## src/hdl/htpwm_pkg.sv

```systemverilog
// Shared types and constants of the heater time-proportioning PWM core.
package htpwm_pkg;

  // Default width of the phase tick counter.
  localparam int COUNT_WIDTH_DEF = 16;

  // Duty percent at and above which the output is held fully on.
  localparam logic [7:0] PCT_FULL = 8'd100;

  // Reset value of the PWM period in ticks.
  localparam logic [15:0] CYCLE_RESET = 16'd1000;

  // Widths of the scaled on time product (duty 1..99 times a 16-bit period).
  localparam int PROD_W = 23;

  // Reciprocal of 100 for products below 2**23: on = (prod * RECIP_MUL) >> RECIP_SHIFT.
  localparam int RECIP_SHIFT = 30;
  localparam int RECIP_W = 24;
  localparam logic [RECIP_W-1:0] RECIP_MUL = 24'd10737419;

  // Configuration register indexes.
  typedef enum logic [2:0] {
    REG_CYCLE_LENGTH = 3'd0,
    REG_INVERT       = 3'd1,
    REG_SET_POINT    = 3'd2,
    REG_OFFSET_BIG   = 3'd3,
    REG_OFFSET_SMALL = 3'd4,
    REG_BAND_DUTIES  = 3'd5
  } cfg_reg_e;

  // Kind of drive that one tick asks for.
  typedef enum logic [1:0] {
    CLS_OFF = 2'd0,
    CLS_ON  = 2'd1,
    CLS_PWM = 2'd2
  } duty_cls_e;

  // Current configuration, as seen by the duty and scale stages.
  typedef struct packed {
    logic [15:0]        cycle_length;
    logic               invert;
    logic signed [15:0] set_point;
    logic [14:0]        offset_big;
    logic [14:0]        offset_small;
    logic [31:0]        band_duties;
  } cfg_t;

  // Item after band selection and period multiply.
  typedef struct packed {
    duty_cls_e         cls;
    logic [PROD_W-1:0] prod;
  } prod_item_t;

  // Item with its on and off times worked out.
  typedef struct packed {
    duty_cls_e   cls;
    logic [15:0] on_ticks;
    logic [15:0] off_ticks;
  } time_item_t;

endpackage

```

## src/hdl/htpwm_cfg.sv

```systemverilog
// Configuration register file of the heater PWM core.
module htpwm_cfg (
  input  logic                clk_i,
  input  logic                rst_ni,
  input  logic                cfg_we_i,
  input  logic [2:0]          cfg_idx_i,
  input  logic [31:0]         cfg_wdata_i,
  output htpwm_pkg::cfg_t     cfg_o
);

  htpwm_pkg::cfg_t cfg_q, cfg_d;

  // Decode the write into the addressed register.
  always_comb begin
    cfg_d = cfg_q;
    if (cfg_we_i) begin
      case (htpwm_pkg::cfg_reg_e'(cfg_idx_i))
        htpwm_pkg::REG_CYCLE_LENGTH: cfg_d.cycle_length = cfg_wdata_i[15:0];
        htpwm_pkg::REG_INVERT:       cfg_d.invert       = cfg_wdata_i[0];
        htpwm_pkg::REG_SET_POINT:    cfg_d.set_point    = $signed(cfg_wdata_i[15:0]);
        htpwm_pkg::REG_OFFSET_BIG:   cfg_d.offset_big   = cfg_wdata_i[14:0];
        htpwm_pkg::REG_OFFSET_SMALL: cfg_d.offset_small = cfg_wdata_i[14:0];
        htpwm_pkg::REG_BAND_DUTIES:  cfg_d.band_duties  = cfg_wdata_i;
        default: ;
      endcase
    end
  end

  always_ff @(posedge clk_i or negedge rst_ni) begin
    if (!rst_ni) begin
      cfg_q <= '{cycle_length: htpwm_pkg::CYCLE_RESET,
                 invert:       1'b0,
                 set_point:    16'sd0,
                 offset_big:   15'd0,
                 offset_small: 15'd0,
                 band_duties:  32'd0};
    end else begin
      cfg_q <= cfg_d;
    end
  end

  assign cfg_o = cfg_q;

endmodule

```

## src/hdl/htpwm_duty.sv

```systemverilog
// Input register, band selection and period multiply of the heater PWM core.
module htpwm_duty (
  input  logic                    clk_i,
  input  logic                    rst_ni,
  input  htpwm_pkg::cfg_t         cfg_i,
  input  logic                    in_valid_i,
  output logic                    in_ready_o,
  input  logic                    func_i,
  input  logic [7:0]              duty_percent_i,
  input  logic signed [15:0]      temperature_i,
  output logic                    out_valid_o,
  input  logic                    out_ready_i,
  output htpwm_pkg::prod_item_t   out_item_o
);

  logic                   in_v_q;
  logic                   func_q;
  logic [7:0]             duty_q;
  logic signed [15:0]     temp_q;
  logic                   out_v_q;
  htpwm_pkg::prod_item_t  item_q, item_d;
  logic                   stage_ready;

  logic signed [16:0]     temp_x;
  logic signed [16:0]     edge_small;
  logic signed [16:0]     edge_big;
  logic signed [16:0]     set_x;
  logic [1:0]             band_sel;
  logic [7:0]             duty;

  assign stage_ready = !out_v_q || out_ready_i;
  assign in_ready_o  = !in_v_q || stage_ready;

  // Input register.
  always_ff @(posedge clk_i or negedge rst_ni) begin
    if (!rst_ni) begin
      in_v_q <= 1'b0;
    end else if (in_ready_o) begin
      in_v_q <= in_valid_i;
    end
  end

  always_ff @(posedge clk_i) begin
    if (in_valid_i && in_ready_o) begin
      func_q <= func_i;
      duty_q <= duty_percent_i;
      temp_q <= temperature_i;
    end
  end

  // Band edges, widened so they cannot wrap; later band tests win.
  always_comb begin
    temp_x     = $signed({temp_q[15], temp_q});
    set_x      = $signed({cfg_i.set_point[15], cfg_i.set_point});
    edge_small = set_x - $signed({2'b00, cfg_i.offset_small});
    edge_big   = set_x - $signed({2'b00, cfg_i.offset_big});
    band_sel   = 2'd0;
    if (temp_x < edge_small && temp_x >= edge_big) band_sel = 2'd1;
    if (temp_x >= edge_small && temp_x < set_x)    band_sel = 2'd2;
    if (temp_x >= set_x)                           band_sel = 2'd3;
    duty = func_q ? cfg_i.band_duties[8*band_sel +: 8] : duty_q;
  end

  // Classify the duty and scale it by the period; only duties below 100 use the product.
  always_comb begin
    if (duty >= htpwm_pkg::PCT_FULL) begin
      item_d.cls = htpwm_pkg::CLS_ON;
    end else if (duty == 8'd0) begin
      item_d.cls = htpwm_pkg::CLS_OFF;
    end else begin
      item_d.cls = htpwm_pkg::CLS_PWM;
    end
    item_d.prod = htpwm_pkg::PROD_W'(duty[6:0]) * htpwm_pkg::PROD_W'(cfg_i.cycle_length);
  end

  always_ff @(posedge clk_i or negedge rst_ni) begin
    if (!rst_ni) begin
      out_v_q <= 1'b0;
    end else if (stage_ready) begin
      out_v_q <= in_v_q;
    end
  end

  always_ff @(posedge clk_i) begin
    if (in_v_q && stage_ready) begin
      item_q <= item_d;
    end
  end

  assign out_valid_o = out_v_q;
  assign out_item_o  = item_q;

endmodule

```

## src/hdl/htpwm_scale.sv

```systemverilog
// Divide-by-100 stage that turns the scaled duty into on and off times.
module htpwm_scale (
  input  logic                    clk_i,
  input  logic                    rst_ni,
  input  htpwm_pkg::cfg_t         cfg_i,
  input  logic                    in_valid_i,
  output logic                    in_ready_o,
  input  htpwm_pkg::prod_item_t   in_item_i,
  output logic                    out_valid_o,
  input  logic                    out_ready_i,
  output htpwm_pkg::time_item_t   out_item_o
);

  localparam int WideW = htpwm_pkg::PROD_W + htpwm_pkg::RECIP_W;

  logic                   out_v_q;
  htpwm_pkg::time_item_t  item_q, item_d;
  logic [WideW-1:0]       wide;

  assign in_ready_o = !out_v_q || out_ready_i;

  // Reciprocal multiply gives floor(prod / 100) exactly over the product range.
  always_comb begin
    wide             = WideW'(in_item_i.prod) * WideW'(htpwm_pkg::RECIP_MUL);
    item_d.cls       = in_item_i.cls;
    item_d.on_ticks  = wide[htpwm_pkg::RECIP_SHIFT +: 16];
    item_d.off_ticks = cfg_i.cycle_length - item_d.on_ticks;
  end

  always_ff @(posedge clk_i or negedge rst_ni) begin
    if (!rst_ni) begin
      out_v_q <= 1'b0;
    end else if (in_ready_o) begin
      out_v_q <= in_valid_i;
    end
  end

  always_ff @(posedge clk_i) begin
    if (in_valid_i && in_ready_o) begin
      item_q <= item_d;
    end
  end

  assign out_valid_o = out_v_q;
  assign out_item_o  = item_q;

endmodule

```

## src/hdl/htpwm_phase.sv

```systemverilog
// Phase timer, pin state and result register of the heater PWM core.
module htpwm_phase #(
  parameter int CountWidth = htpwm_pkg::COUNT_WIDTH_DEF
) (
  input  logic                    clk_i,
  input  logic                    rst_ni,
  input  logic                    invert_i,
  input  logic                    in_valid_i,
  output logic                    in_ready_o,
  input  htpwm_pkg::time_item_t   in_item_i,
  output logic                    out_valid_o,
  input  logic                    out_ready_i,
  output logic                    drive_level_o
);

  localparam int CmpW = (CountWidth > 16) ? CountWidth : 16;

  logic                  out_v_q;
  logic [CountWidth-1:0] elapsed_q, elapsed_d, elapsed_inc;
  logic                  on_phase_q, on_phase_d;
  logic                  pin_q, pin_d;
  logic                  load;

  assign in_ready_o = !out_v_q || out_ready_i;
  assign load       = in_valid_i && in_ready_o;

  // Saturating tick count.
  assign elapsed_inc = (&elapsed_q) ? elapsed_q : elapsed_q + CountWidth'(1);

  // One tick of the slow PWM; an on edge and an off edge may both fall in one tick.
  always_comb begin
    elapsed_d  = elapsed_q;
    on_phase_d = on_phase_q;
    pin_d      = pin_q;
    if (load) begin
      elapsed_d = elapsed_inc;
      case (in_item_i.cls)
        htpwm_pkg::CLS_ON:  pin_d = ~invert_i;
        htpwm_pkg::CLS_OFF: pin_d = invert_i;
        htpwm_pkg::CLS_PWM: begin
          if (!on_phase_d && CmpW'(elapsed_d) >= CmpW'(in_item_i.off_ticks)) begin
            elapsed_d  = '0;
            pin_d      = ~invert_i;
            on_phase_d = 1'b1;
          end
          if (on_phase_d && CmpW'(elapsed_d) >= CmpW'(in_item_i.on_ticks)) begin
            elapsed_d  = '0;
            pin_d      = invert_i;
            on_phase_d = 1'b0;
          end
        end
        default: ;
      endcase
    end
  end

  always_ff @(posedge clk_i or negedge rst_ni) begin
    if (!rst_ni) begin
      out_v_q    <= 1'b0;
      elapsed_q  <= '0;
      on_phase_q <= 1'b0;
      pin_q      <= 1'b0;
    end else begin
      if (in_ready_o) begin
        out_v_q <= in_valid_i;
      end
      elapsed_q  <= elapsed_d;
      on_phase_q <= on_phase_d;
      pin_q      <= pin_d;
    end
  end

  assign out_valid_o   = out_v_q;
  assign drive_level_o = pin_q;

  // Timer and pin state move only when an item is taken.
  a_hold_when_idle: assert property (@(posedge clk_i) disable iff (!rst_ni)
    !$past(load) |-> ($stable(elapsed_q) && $stable(on_phase_q) && $stable(pin_q)))
    else $error("phase state changed without an item");

  // Every phase change restarts the tick count.
  a_phase_clears_count: assert property (@(posedge clk_i) disable iff (!rst_ni)
    !$stable(on_phase_q) |-> (elapsed_q == '0))
    else $error("phase changed but tick count not cleared");

  // A full-on item drives the active level.
  a_full_on_level: assert property (@(posedge clk_i) disable iff (!rst_ni)
    (load && in_item_i.cls == htpwm_pkg::CLS_ON) |=> (pin_q == !$past(invert_i)))
    else $error("full-on item did not drive the active level");

endmodule

```

## src/hdl/heater_time_proportioning_pwm_core.sv

```systemverilog
// Top level of the heater time-proportioning slow PWM core.
//
// Each input item is one time tick on the slave stream. tuser carries func
// (0: tdata duty percent is used, 1: the temperature picks one of four band
// duties). A duty of 100 or more holds the drive on, 0 holds it off, and any
// other duty runs a slow PWM of cycle_length ticks with floor(duty*cycle/100)
// on ticks. Each tick gives one item on the master stream: the drive level.
// Configuration is written through cfg_we_i/cfg_idx_i/cfg_wdata_i while the
// stream is idle.
// The path from acceptance to the result being valid runs through the input
// register, band select and period multiply, reciprocal divide by 100, then
// the phase timer update that loads the result register. One item per cycle
// is sustained while the receiver is ready; the phase timer is the only loop.
// When the receiver stalls, finished items wait in their stage registers and
// the input keeps being taken until every stage is full.
// Reset clears the stages, the phase timer, the pin level and the registers
// (period back to 1000 ticks).
module heater_time_proportioning_pwm_core #(
  parameter int CountWidth = htpwm_pkg::COUNT_WIDTH_DEF
) (
  input  logic        clk_i,
  input  logic        rst_ni,
  // Configuration write port.
  input  logic        cfg_we_i,
  input  logic [2:0]  cfg_idx_i,
  input  logic [31:0] cfg_wdata_i,
  // Tick stream in.
  input  logic        s_axis_tvalid,
  output logic        s_axis_tready,
  input  logic [23:0] s_axis_tdata,   // [7:0] duty_percent, [23:8] temperature
  input  logic [0:0]  s_axis_tuser,   // [0] func
  // Drive level stream out.
  output logic        m_axis_tvalid,
  input  logic        m_axis_tready,
  output logic [7:0]  m_axis_tdata    // [0] drive_level, rest zero
);

  htpwm_pkg::cfg_t       cfg;
  logic                  p1_valid, p1_ready;
  htpwm_pkg::prod_item_t p1_item;
  logic                  p2_valid, p2_ready;
  htpwm_pkg::time_item_t p2_item;
  logic                  drive_level;

  htpwm_cfg u_cfg (
    .clk_i       (clk_i),
    .rst_ni      (rst_ni),
    .cfg_we_i    (cfg_we_i),
    .cfg_idx_i   (cfg_idx_i),
    .cfg_wdata_i (cfg_wdata_i),
    .cfg_o       (cfg)
  );

  htpwm_duty u_duty (
    .clk_i          (clk_i),
    .rst_ni         (rst_ni),
    .cfg_i          (cfg),
    .in_valid_i     (s_axis_tvalid),
    .in_ready_o     (s_axis_tready),
    .func_i         (s_axis_tuser[0]),
    .duty_percent_i (s_axis_tdata[7:0]),
    .temperature_i  ($signed(s_axis_tdata[23:8])),
    .out_valid_o    (p1_valid),
    .out_ready_i    (p1_ready),
    .out_item_o     (p1_item)
  );

  htpwm_scale u_scale (
    .clk_i       (clk_i),
    .rst_ni      (rst_ni),
    .cfg_i       (cfg),
    .in_valid_i  (p1_valid),
    .in_ready_o  (p1_ready),
    .in_item_i   (p1_item),
    .out_valid_o (p2_valid),
    .out_ready_i (p2_ready),
    .out_item_o  (p2_item)
  );

  htpwm_phase #(
    .CountWidth (CountWidth)
  ) u_phase (
    .clk_i         (clk_i),
    .rst_ni        (rst_ni),
    .invert_i      (cfg.invert),
    .in_valid_i    (p2_valid),
    .in_ready_o    (p2_ready),
    .in_item_i     (p2_item),
    .out_valid_o   (m_axis_tvalid),
    .out_ready_i   (m_axis_tready),
    .drive_level_o (drive_level)
  );

  assign m_axis_tdata = {7'b0, drive_level};

endmodule

```

## config.mk

```make
export PLATFORM = sky130hd
export DESIGN_NAME = heater_time_proportioning_pwm_core
export DESIGN_NICKNAME = d
export VERILOG_FILES = /design/src/hdl/htpwm_pkg.sv /design/src/hdl/htpwm_cfg.sv /design/src/hdl/htpwm_duty.sv /design/src/hdl/htpwm_scale.sv /design/src/hdl/htpwm_phase.sv /design/src/hdl/heater_time_proportioning_pwm_core.sv
export SDC_FILE = /design/constraint.sdc
export NUM_CORES = 1
export LEC_CHECK = 0
export ABC_CLOCK_PERIOD_IN_PS = 11200
export BUFFER_PORTS_ARGS = -buffer_cell sky130_fd_sc_hd__buf_2
export CAP_MARGIN = 20
export CORE_MARGIN = 1
export CORE_UTILIZATION = 65
export CTS_CLUSTER_DIAMETER = 50
export CTS_CLUSTER_SIZE = 10
export DETAILED_ROUTE_END_ITERATION = 7
export HOLD_SLACK_MARGIN = 0.12
export PLACE_DENSITY = 0.82
export SLEW_MARGIN = 20
export SYNTH_ARGS = -nofsm -noshare
export SYNTH_HDL_FRONTEND = slang
export SYNTH_HIERARCHICAL = 1
export SYNTH_SLANG_ARGS = --single-unit
```

## constraint.sdc

```tcl
create_clock -name clk_i -period 11.2 [get_ports clk_i]
set_input_delay 0.56 -clock clk_i [delete_from_list [all_inputs] [get_ports clk_i]]
set_output_delay 0.56 -clock clk_i [all_outputs]
set_load 0.1 [all_outputs]
```

==> metrics.md, run 1 <==
| Metric | Value |
|---|---|
| Synth area leaders | `fa_1, ha_1, dfrtp_1` |
| Share of cells above drive strength 1 | `0.108` |
| Max-slew violations | `0` |
| Most common cell after layout, fill and taps aside | `inv_1` |
| Kind of start point of the critical path | `register` |
| Ports | `75` |
| Share of the synthesized area in the top cell type | `0.210` |
| Max-cap violations | `0` |
| Mapped Area | `about 25000 um^2` |
| Starting density of the core | `0.666` |
| Register area share after synthesis | `0.216` |
| Final setup viols | `0` |
| Die Wd | `199 um` |
| Nets | `3282` |
| Hold violation total from the final report | `0` |
| R2r setup slk | `1130 ps` |
| Gate Count Post-Synth | `2481` |
| Vias per cell | `between 5 and 6` |
| Yosys warnings | `6` |
| Clock Sinks | `201` |
| Final min period | `10070 ps` |
| Worst-path clk slew | `around 60 ps` |
| Root Buffer | `clkbuf_16` |
| Commonest cells after routing, fill and taps aside | `inv_1, ha_1, fa_1, nand2_1, dfrtp_1` |
| Worst path slowest cell | `fa_1` |
| Crit Path Class | `register to register` |
| Antenna Cells | `0` |
| Post-Route WL | `63200 um` |
| DIE AREA | `39700 um^2` |
| Post-CTS sizing | `0` |
| Slowest stage delay, CP | `550 ps` |
| Critical path startpoint | `u_cfg/cfg_o[33]$_DFFE_PN0P_` |
| Drt wl/cell | `20.5 um` |
| Max-Slew Margin vs Limit | `0.181` |
| Cell accounting for the most synthesized area | `fa_1` |
| Setup WS post-layout | `1130 ps` |
| Pre-CTS setup slack | `1310 ps` |
| Synth unique cells | `104` |
| Placement Cell Area | `26100 um^2` |
| Drt first pass iters | `5` |
| Vias after detailed routing | `18500` |
| TritonCTS buffer count | `27` |
| Worst hold path class | `primary input to register` |
| Clk buf depth | `3` |
| DP HPWL | `around 52000 um` |
| DRC Markers | `0` |
| Worst-case reg-to-reg path depth | `41` |
| Largest net degree at the start of global routing | `75` |
| Top FF cell, synth | `dfrtp_1` |
| Grt ovf | `0` |
| Global-route wire length before repair | `102000 um` |
| Clock Latency Late Sink | `570 ps` |
| Reg-to-Reg Start | `u_cfg/cfg_o[33]$_DFFE_PN0P_` |
| Post-route setup TNS | `0 ps` |
| GP Congestion | `1.02` |
| FP Rows | `71` |
| Number of flops mapped to enable cells by yosys | `84` |
| Initial DRC count | `1077` |
| Final hold slack | `168 ps` |
| Worst Tran Pin Value | `1210 ps` |
| Async set-or-reset flop fraction in the synthesized netlist | `0.582` |
| Unrepaired setup endpoints after global routing | `no` |
| Syn avg cell area | `10.2 um^2` |
| TritonCTS clock tree | `yes` |
| Outcome | `finished clean` |
| Maximum fanout along the worst path | `17` |
| CP endpoint kind | `register` |
| Initial antenna violation count | `0` |
| Post-route cell area | `27000 um^2` |
| Antenna Violating Nets Remaining | `0` |
| CP endpoint | `u_duty/out_item_o[22]$_DFFE_PP_` |
| PortBufs | `67` |
| Post-synthesis to final-layout area growth | `6.83%` |
| Top cell by count, worst path | `inv_1` |
| Critical path required time | `11500 ps` |
| Die Ht | `199 um` |
| Post-synthesis register bit count | `201` |
| Total GRT Usage | `0.336` |
| Core area | `around 38000 um^2` |
| Critical Path AT | `~10000 ps` |
| Vias in the first global route | `19600` |
| RR Endpoint | `u_duty/out_item_o[22]$_DFFE_PP_` |
| H-Tree Depth | `1` |
| Fin crit share | `0.899` |
| Achievable frequency | `between 0.09 and 0.1 GHz` |
| Worst Skew | `about 25 ps` |
layer usage:
| metal | up-vias | GRT usage | share of wire |
|---|---|---|---|
| met4 | 0 | 0.127 | 0.042 |
| met5 | - | 0 | 0 |
| li1 | 8455 | - | - |
| met3 | 185 | 0.0420 | 0.064 |
| met2 | 734 | 0.579 | 0.49 |
| met1 | 9101 | 0.431 | 0.41 |
area by class of cell:
type | count | area, um^2
Clock buffer | 41 | 759
Clock inverter | 8 | 111
Fill cell | 2728 | 10900
Inverter | 504 | 1890
Multi-Input combinational cell | 1738 | 17700
Sequential cell | 201 | 5460
Tap cell | 511 | 639
Timing Repair Buffer | 81 | 445
cell usage after synthesis, types with 29 or more instances:
library cell and count:
o21ai_0 43, nand3_1 35, xnor2_1 55, dfrtp_1 111, ha_1 399, edfxtp_1 84
and2_1 98, a21o_1 30, a21oi_1 94, mux2_2 95, inv_1 502, fa_1 265
nor2_1 82, nand2_1 126, xor2_1 29, nor3_1 29
registers in the layout, summed over array words and instances, names as in the netlist:
signal	count
u_cfg/cfg_o	95
u_scale/out_item_o	34
u_duty/out_item_o	25
u_duty/temp_q	16
u_phase/elapsed_q	16
u_duty/duty_q	8
u_duty/func_q	1
u_duty/in_v_q	1
u_duty/out_valid_o	1
u_phase/drive_level_o	1
u_phase/on_phase_q	1
u_phase/out_valid_o	1
u_scale/out_valid_o	1
worst min path at each step:
stage | cells after the start | end | slack (ps) | from
final | 1 | u_duty/duty_q[6]$_DFFE_PP_ | 170 | s_axis_tdata[6]
after global routing | 1 | u_duty/temp_q[0]$_DFFE_PP_ | 160 | s_axis_tdata[8]
after CTS | 1 | u_duty/duty_q[6]$_DFFE_PP_ | 150 | s_axis_tdata[6]
after detailed placement | 0 | u_scale/out_item_o[33]$_DFFE_PP_ | 410 | u_duty/out_item_o[24]$_SDFFCE_PP0P_
after global placement | 0 | u_scale/out_item_o[32]$_DFFE_PP_ | 400 | u_duty/out_item_o[23]$_SDFFCE_PP1P_
after floorplan | 0 | u_cfg/cfg_o[0]$_DFFE_PN0P_ | 260 | rst_ni
critical path: cells and delay by family, from the launching register on:
kind,cells,cell delay (ps)
XOR/XNOR,1,140
AND/OR/NAND/NOR,8,1790
buffers and inverters,7,590
flip-flops,1,380
adder cells (fa/ha/maj),7,3010
AO/OA/AOI/OAI,18,3890
cell families after synthesis:
kind of cell,after synthesis,share of synthesized area
other cells,1,0.000148
simple gates,516,0.109
buf+inv,548,0.0853
mux,110,0.0492
xor+xnor,85,0.0300
fa+ha+maj,669,0.410
compound gates,351,0.100
flops,201,0.216
metrics by stage:
stage,util,cells
global route,0.712,3084
global placement,0.688,3034
detailed placement,0.688,3034
floorplan,-,2487
finish,0.712,3084
CTS,0.711,3084
what timing repair did:
item,CTS,global route
buffers inserted,0,0
hold endpoints to repair,43,0
hold buffers,1,0
Power of run 1 is left out: the tool's default activity adds up to more than one toggle a clock period on the data nets, which glitch-free logic cannot reach.
==> run 2, diff against run 1 <==
--- a/config.mk
+++ b/config.mk
@@ -5,16 +5,18 @@
 export SDC_FILE = /design/constraint.sdc
 export NUM_CORES = 1
 export LEC_CHECK = 0
+export ABC_AREA = 1
 export ABC_CLOCK_PERIOD_IN_PS = 11200
 export BUFFER_PORTS_ARGS = -buffer_cell sky130_fd_sc_hd__buf_2
 export CAP_MARGIN = 20
 export CORE_MARGIN = 1
-export CORE_UTILIZATION = 65
+export CORE_UTILIZATION = 66
 export CTS_CLUSTER_DIAMETER = 50
 export CTS_CLUSTER_SIZE = 10
 export DETAILED_ROUTE_END_ITERATION = 7
+export GPL_TIMING_DRIVEN = 1
 export HOLD_SLACK_MARGIN = 0.12
-export PLACE_DENSITY = 0.82
+export PLACE_DENSITY = 0.83
 export SLEW_MARGIN = 20
 export SYNTH_ARGS = -nofsm -noshare
 export SYNTH_HDL_FRONTEND = slang
==> metrics.md, run 2 <==
| Metric | Value |
|---|---|
| Outcome | `finished clean` |
| Hold EP | `u_duty/duty_q[6]$_DFFE_PP_` |
| Async set-or-reset flop fraction in the synthesized netlist | `0.582` |
| Achievable frequency | `0.107 GHz` |
| Die Wd | `roughly 200 um` |
| Mapped Area | `27200 um^2` |
| Drt wl/cell | `approximately 19 um` |
| Post-route setup TNS | `0 ps` |
| Post-CTS sizing | `0` |
| Share of cells above drive strength 1 | `0.0807` |
| Clock Sinks | `201` |
| Crit Path Class | `register to register` |
| FP Rows | `73` |
| Hold violation total from the final report | `0` |
| Count of hold-fix buffers inserted at cts | `1` |
| Hold depth | `1` |
| Synth unique cells | `57` |
| Most common cell after layout, fill and taps aside | `nand2_1` |
| Setup WS post-layout | `approximately 1800 ps` |
| Commonest cells after routing, fill and taps aside | `nand2_1, inv_1, ha_1, fa_1, nor2_1` |
| Ports | `75` |
| PortBufs | `67` |
| Post-synth top cells | `nand2_1, inv_1, ha_1, fa_1, nor2_1` |
| Max-Slew Margin vs Limit | `0.306` |
| Clock Latency Late Sink | `540 ps` |
| Post-synthesis register bit count | `201` |
| GP Congestion | `1.01` |
| CP endpoint kind | `register` |
| Vias in the first global route | `approximately 23000` |
| Max-cap violations | `0` |
| Die Ht | `205 um` |
| Grt ovf | `0` |
| Post-synthesis to final-layout area growth | `6.02%` |
| Total GRT Usage | `0.371` |
| Pre-CTS setup slack | `1930 ps` |
| Maximum fanout along the worst path | `14` |
| Number of flops mapped to enable cells by yosys | `84` |
| Post-Route WL | `75000 um` |
| Number of flip-flops in the largest register | `95` |
| Share of the synthesized area in the top cell type | `0.195` |
| Reg-to-Reg Start | `u_cfg/cfg_o[62]$_DFFE_PN0P_` |
| Gate Count Post-Synth | `3408` |
| Unrepaired setup endpoints after global routing | `no` |
| Sequential cell area | `~5500 um^2` |
| Vias after detailed routing | `22500` |
| Vias per cell | `~5.6` |
| Antenna Violating Nets Remaining | `0` |
| Post-route insts no fill | `approximately 4000` |
| Cell accounting for the most synthesized area | `fa_1` |
| Final min period | `9380 ps` |
| Yosys warnings | `6` |
| R2r setup slk | `1820 ps` |
| Kind of start point of the critical path | `register` |
| Most frequent cell after synthesis | `nand2_1` |
| Global-route wire length before repair | `119000 um` |
| Multi-input gate area | `18600 um^2` |
| Antenna Cells | `0` |
| WP buf/inv | `6` |
| RR Endpoint | `u_duty/out_item_o[21]$_DFFE_PP_` |
| DRC Markers | `0` |
| Worst hold path class | `primary input to register` |
| Core area | `around 40000 um^2` |
| TritonCTS buffer count | `27` |
| Synth area leaders | `fa_1, ha_1, nand2_1` |
| Post CTS Setup Buffer Count | `0` |
| TritonCTS clock tree | `yes` |
| Worst-path clk slew | `about 60 ps` |
| Worst Tran Pin Value | `1040 ps` |
| Nets | `4203` |
| Top FF cell, synth | `dfrtp_1` |
| Worst-case reg-to-reg path depth | `52` |
| Slowest stage delay, CP | `540 ps` |
| DIE AREA | `42000 um^2` |
| Clk buf depth | `3` |
| Top cell by count, worst path | `nand2_1` |
| Largest net degree at the start of global routing | `71` |
| Syn avg cell area | `7.98 um^2` |
| Drt first pass iters | `7` |
| Worst path slowest cell | `fa_1` |
| DP HPWL | `approximately 63000 um` |
| Crit-path leading delay family | `adder cells` |
| Starting density of the core | `0.676` |
| Initial DRC count | `2002` |
| Hold_sp | `s_axis_tdata[6]` |
| H-Tree Depth | `1` |
| Root Buffer | `clkbuf_16` |
| Critical Path AT | `~9700 ps` |
| Critical path required time | `11490 ps` |
| Register area share after synthesis | `0.201` |
| Dpl cells | `between 3000 and 4000` |
| Worst Skew | `18.4 ps` |
| Layout fillers | `3262` |
| Initial antenna violation count | `1` |
| Final setup viols | `0` |
| Max-slew violations | `0` |
| Fin crit share | `0.838` |
run 2: cell count changes in the layout (fill, tap and decap cells not counted), sizes merged, moves of 17 or more:
cell / delta
nor2b: -17
nor2: +179
inv: +267
nand2: +800
nand2b: -28
a21o: -23
xor2: +32
nand3: +113
a21oi: +17
xnor2: -39
and2: -92
mux2: -97
run 2: cells by family after synthesis:
group / after synthesis / share of synthesized area
AOI/OAI and AO/OA: 230 / 0.0474
xor gates and xnor gates: 79 / 0.0273
adders and majority gates: 664 / 0.379
buffers and inverters: 812 / 0.117
DFF: 201 / 0.201
other: 1 / 0.000138
and+or+nand+nor: 1421 / 0.228
run 2: metrics by stage:
stage / utilization / hold WS [ps] / cell area, um^2
3_3_place_gp: 0.696 / 403 / 28000
6_report: 0.717 / 193 / 28800
4_1_cts: 0.717 / 180 / 28800
3_5_place_dp: 0.696 / 417 / 28000
5_1_grt: 0.717 / 180 / 28800
2_1_floorplan: - / 264 / 27200
run 2: worst max path at each step:
stage                                start                         endpoint  slack (ps)  cells past startpoint
2_1_floorplan  u_cfg/cfg_o[62]$_DFFE_PN0P_  u_duty/out_item_o[21]$_DFFE_PP_        3190                     52
6_report       u_cfg/cfg_o[62]$_DFFE_PN0P_  u_duty/out_item_o[21]$_DFFE_PP_        1820                     52
3_3_place_gp   u_cfg/cfg_o[62]$_DFFE_PN0P_  u_duty/out_item_o[21]$_DFFE_PP_        2160                     52
4_1_cts        u_cfg/cfg_o[62]$_DFFE_PN0P_  u_duty/out_item_o[21]$_DFFE_PP_        1890                     52
5_1_grt        u_cfg/cfg_o[64]$_DFFE_PN0P_  u_duty/out_item_o[21]$_DFFE_PP_        1070                     48
3_5_place_dp   u_cfg/cfg_o[62]$_DFFE_PN0P_  u_duty/out_item_o[21]$_DFFE_PP_        1930                     52
run 2: area by class of cell:
cell class / count / share of cell area
flip-flops and latches: 201 / 0.189
clock buffers: 44 / 0.0278
multi-input cells: 2401 / 0.645
clock inverters: 6 / 0.00156
inverters: 771 / 0.100
well taps: 525 / 0.0228
repair buffers: 72 / 0.0131
run 2: worst reg2reg max path: cells and delay by family, from the launching register on:
| kind | cells | cell delay, ps |
|---|---|---|
| xor gates and xnor gates | 1 | 80 |
| AOI/OAI and AO/OA | 12 | 2290 |
| buffers and inverters | 6 | 370 |
| adders and majority gates | 8 | 3330 |
| DFF | 1 | 380 |
| and+or+nand+nor | 25 | 2690 |
run 2: per-layer routing:
layer,GRT usage,part of all wire
met3,0.0775,0.089
met2,0.592,0.45
met1,0.507,0.43
met5,0,0
met4,0.111,0.032
Power of run 2 is left out for the same reason.
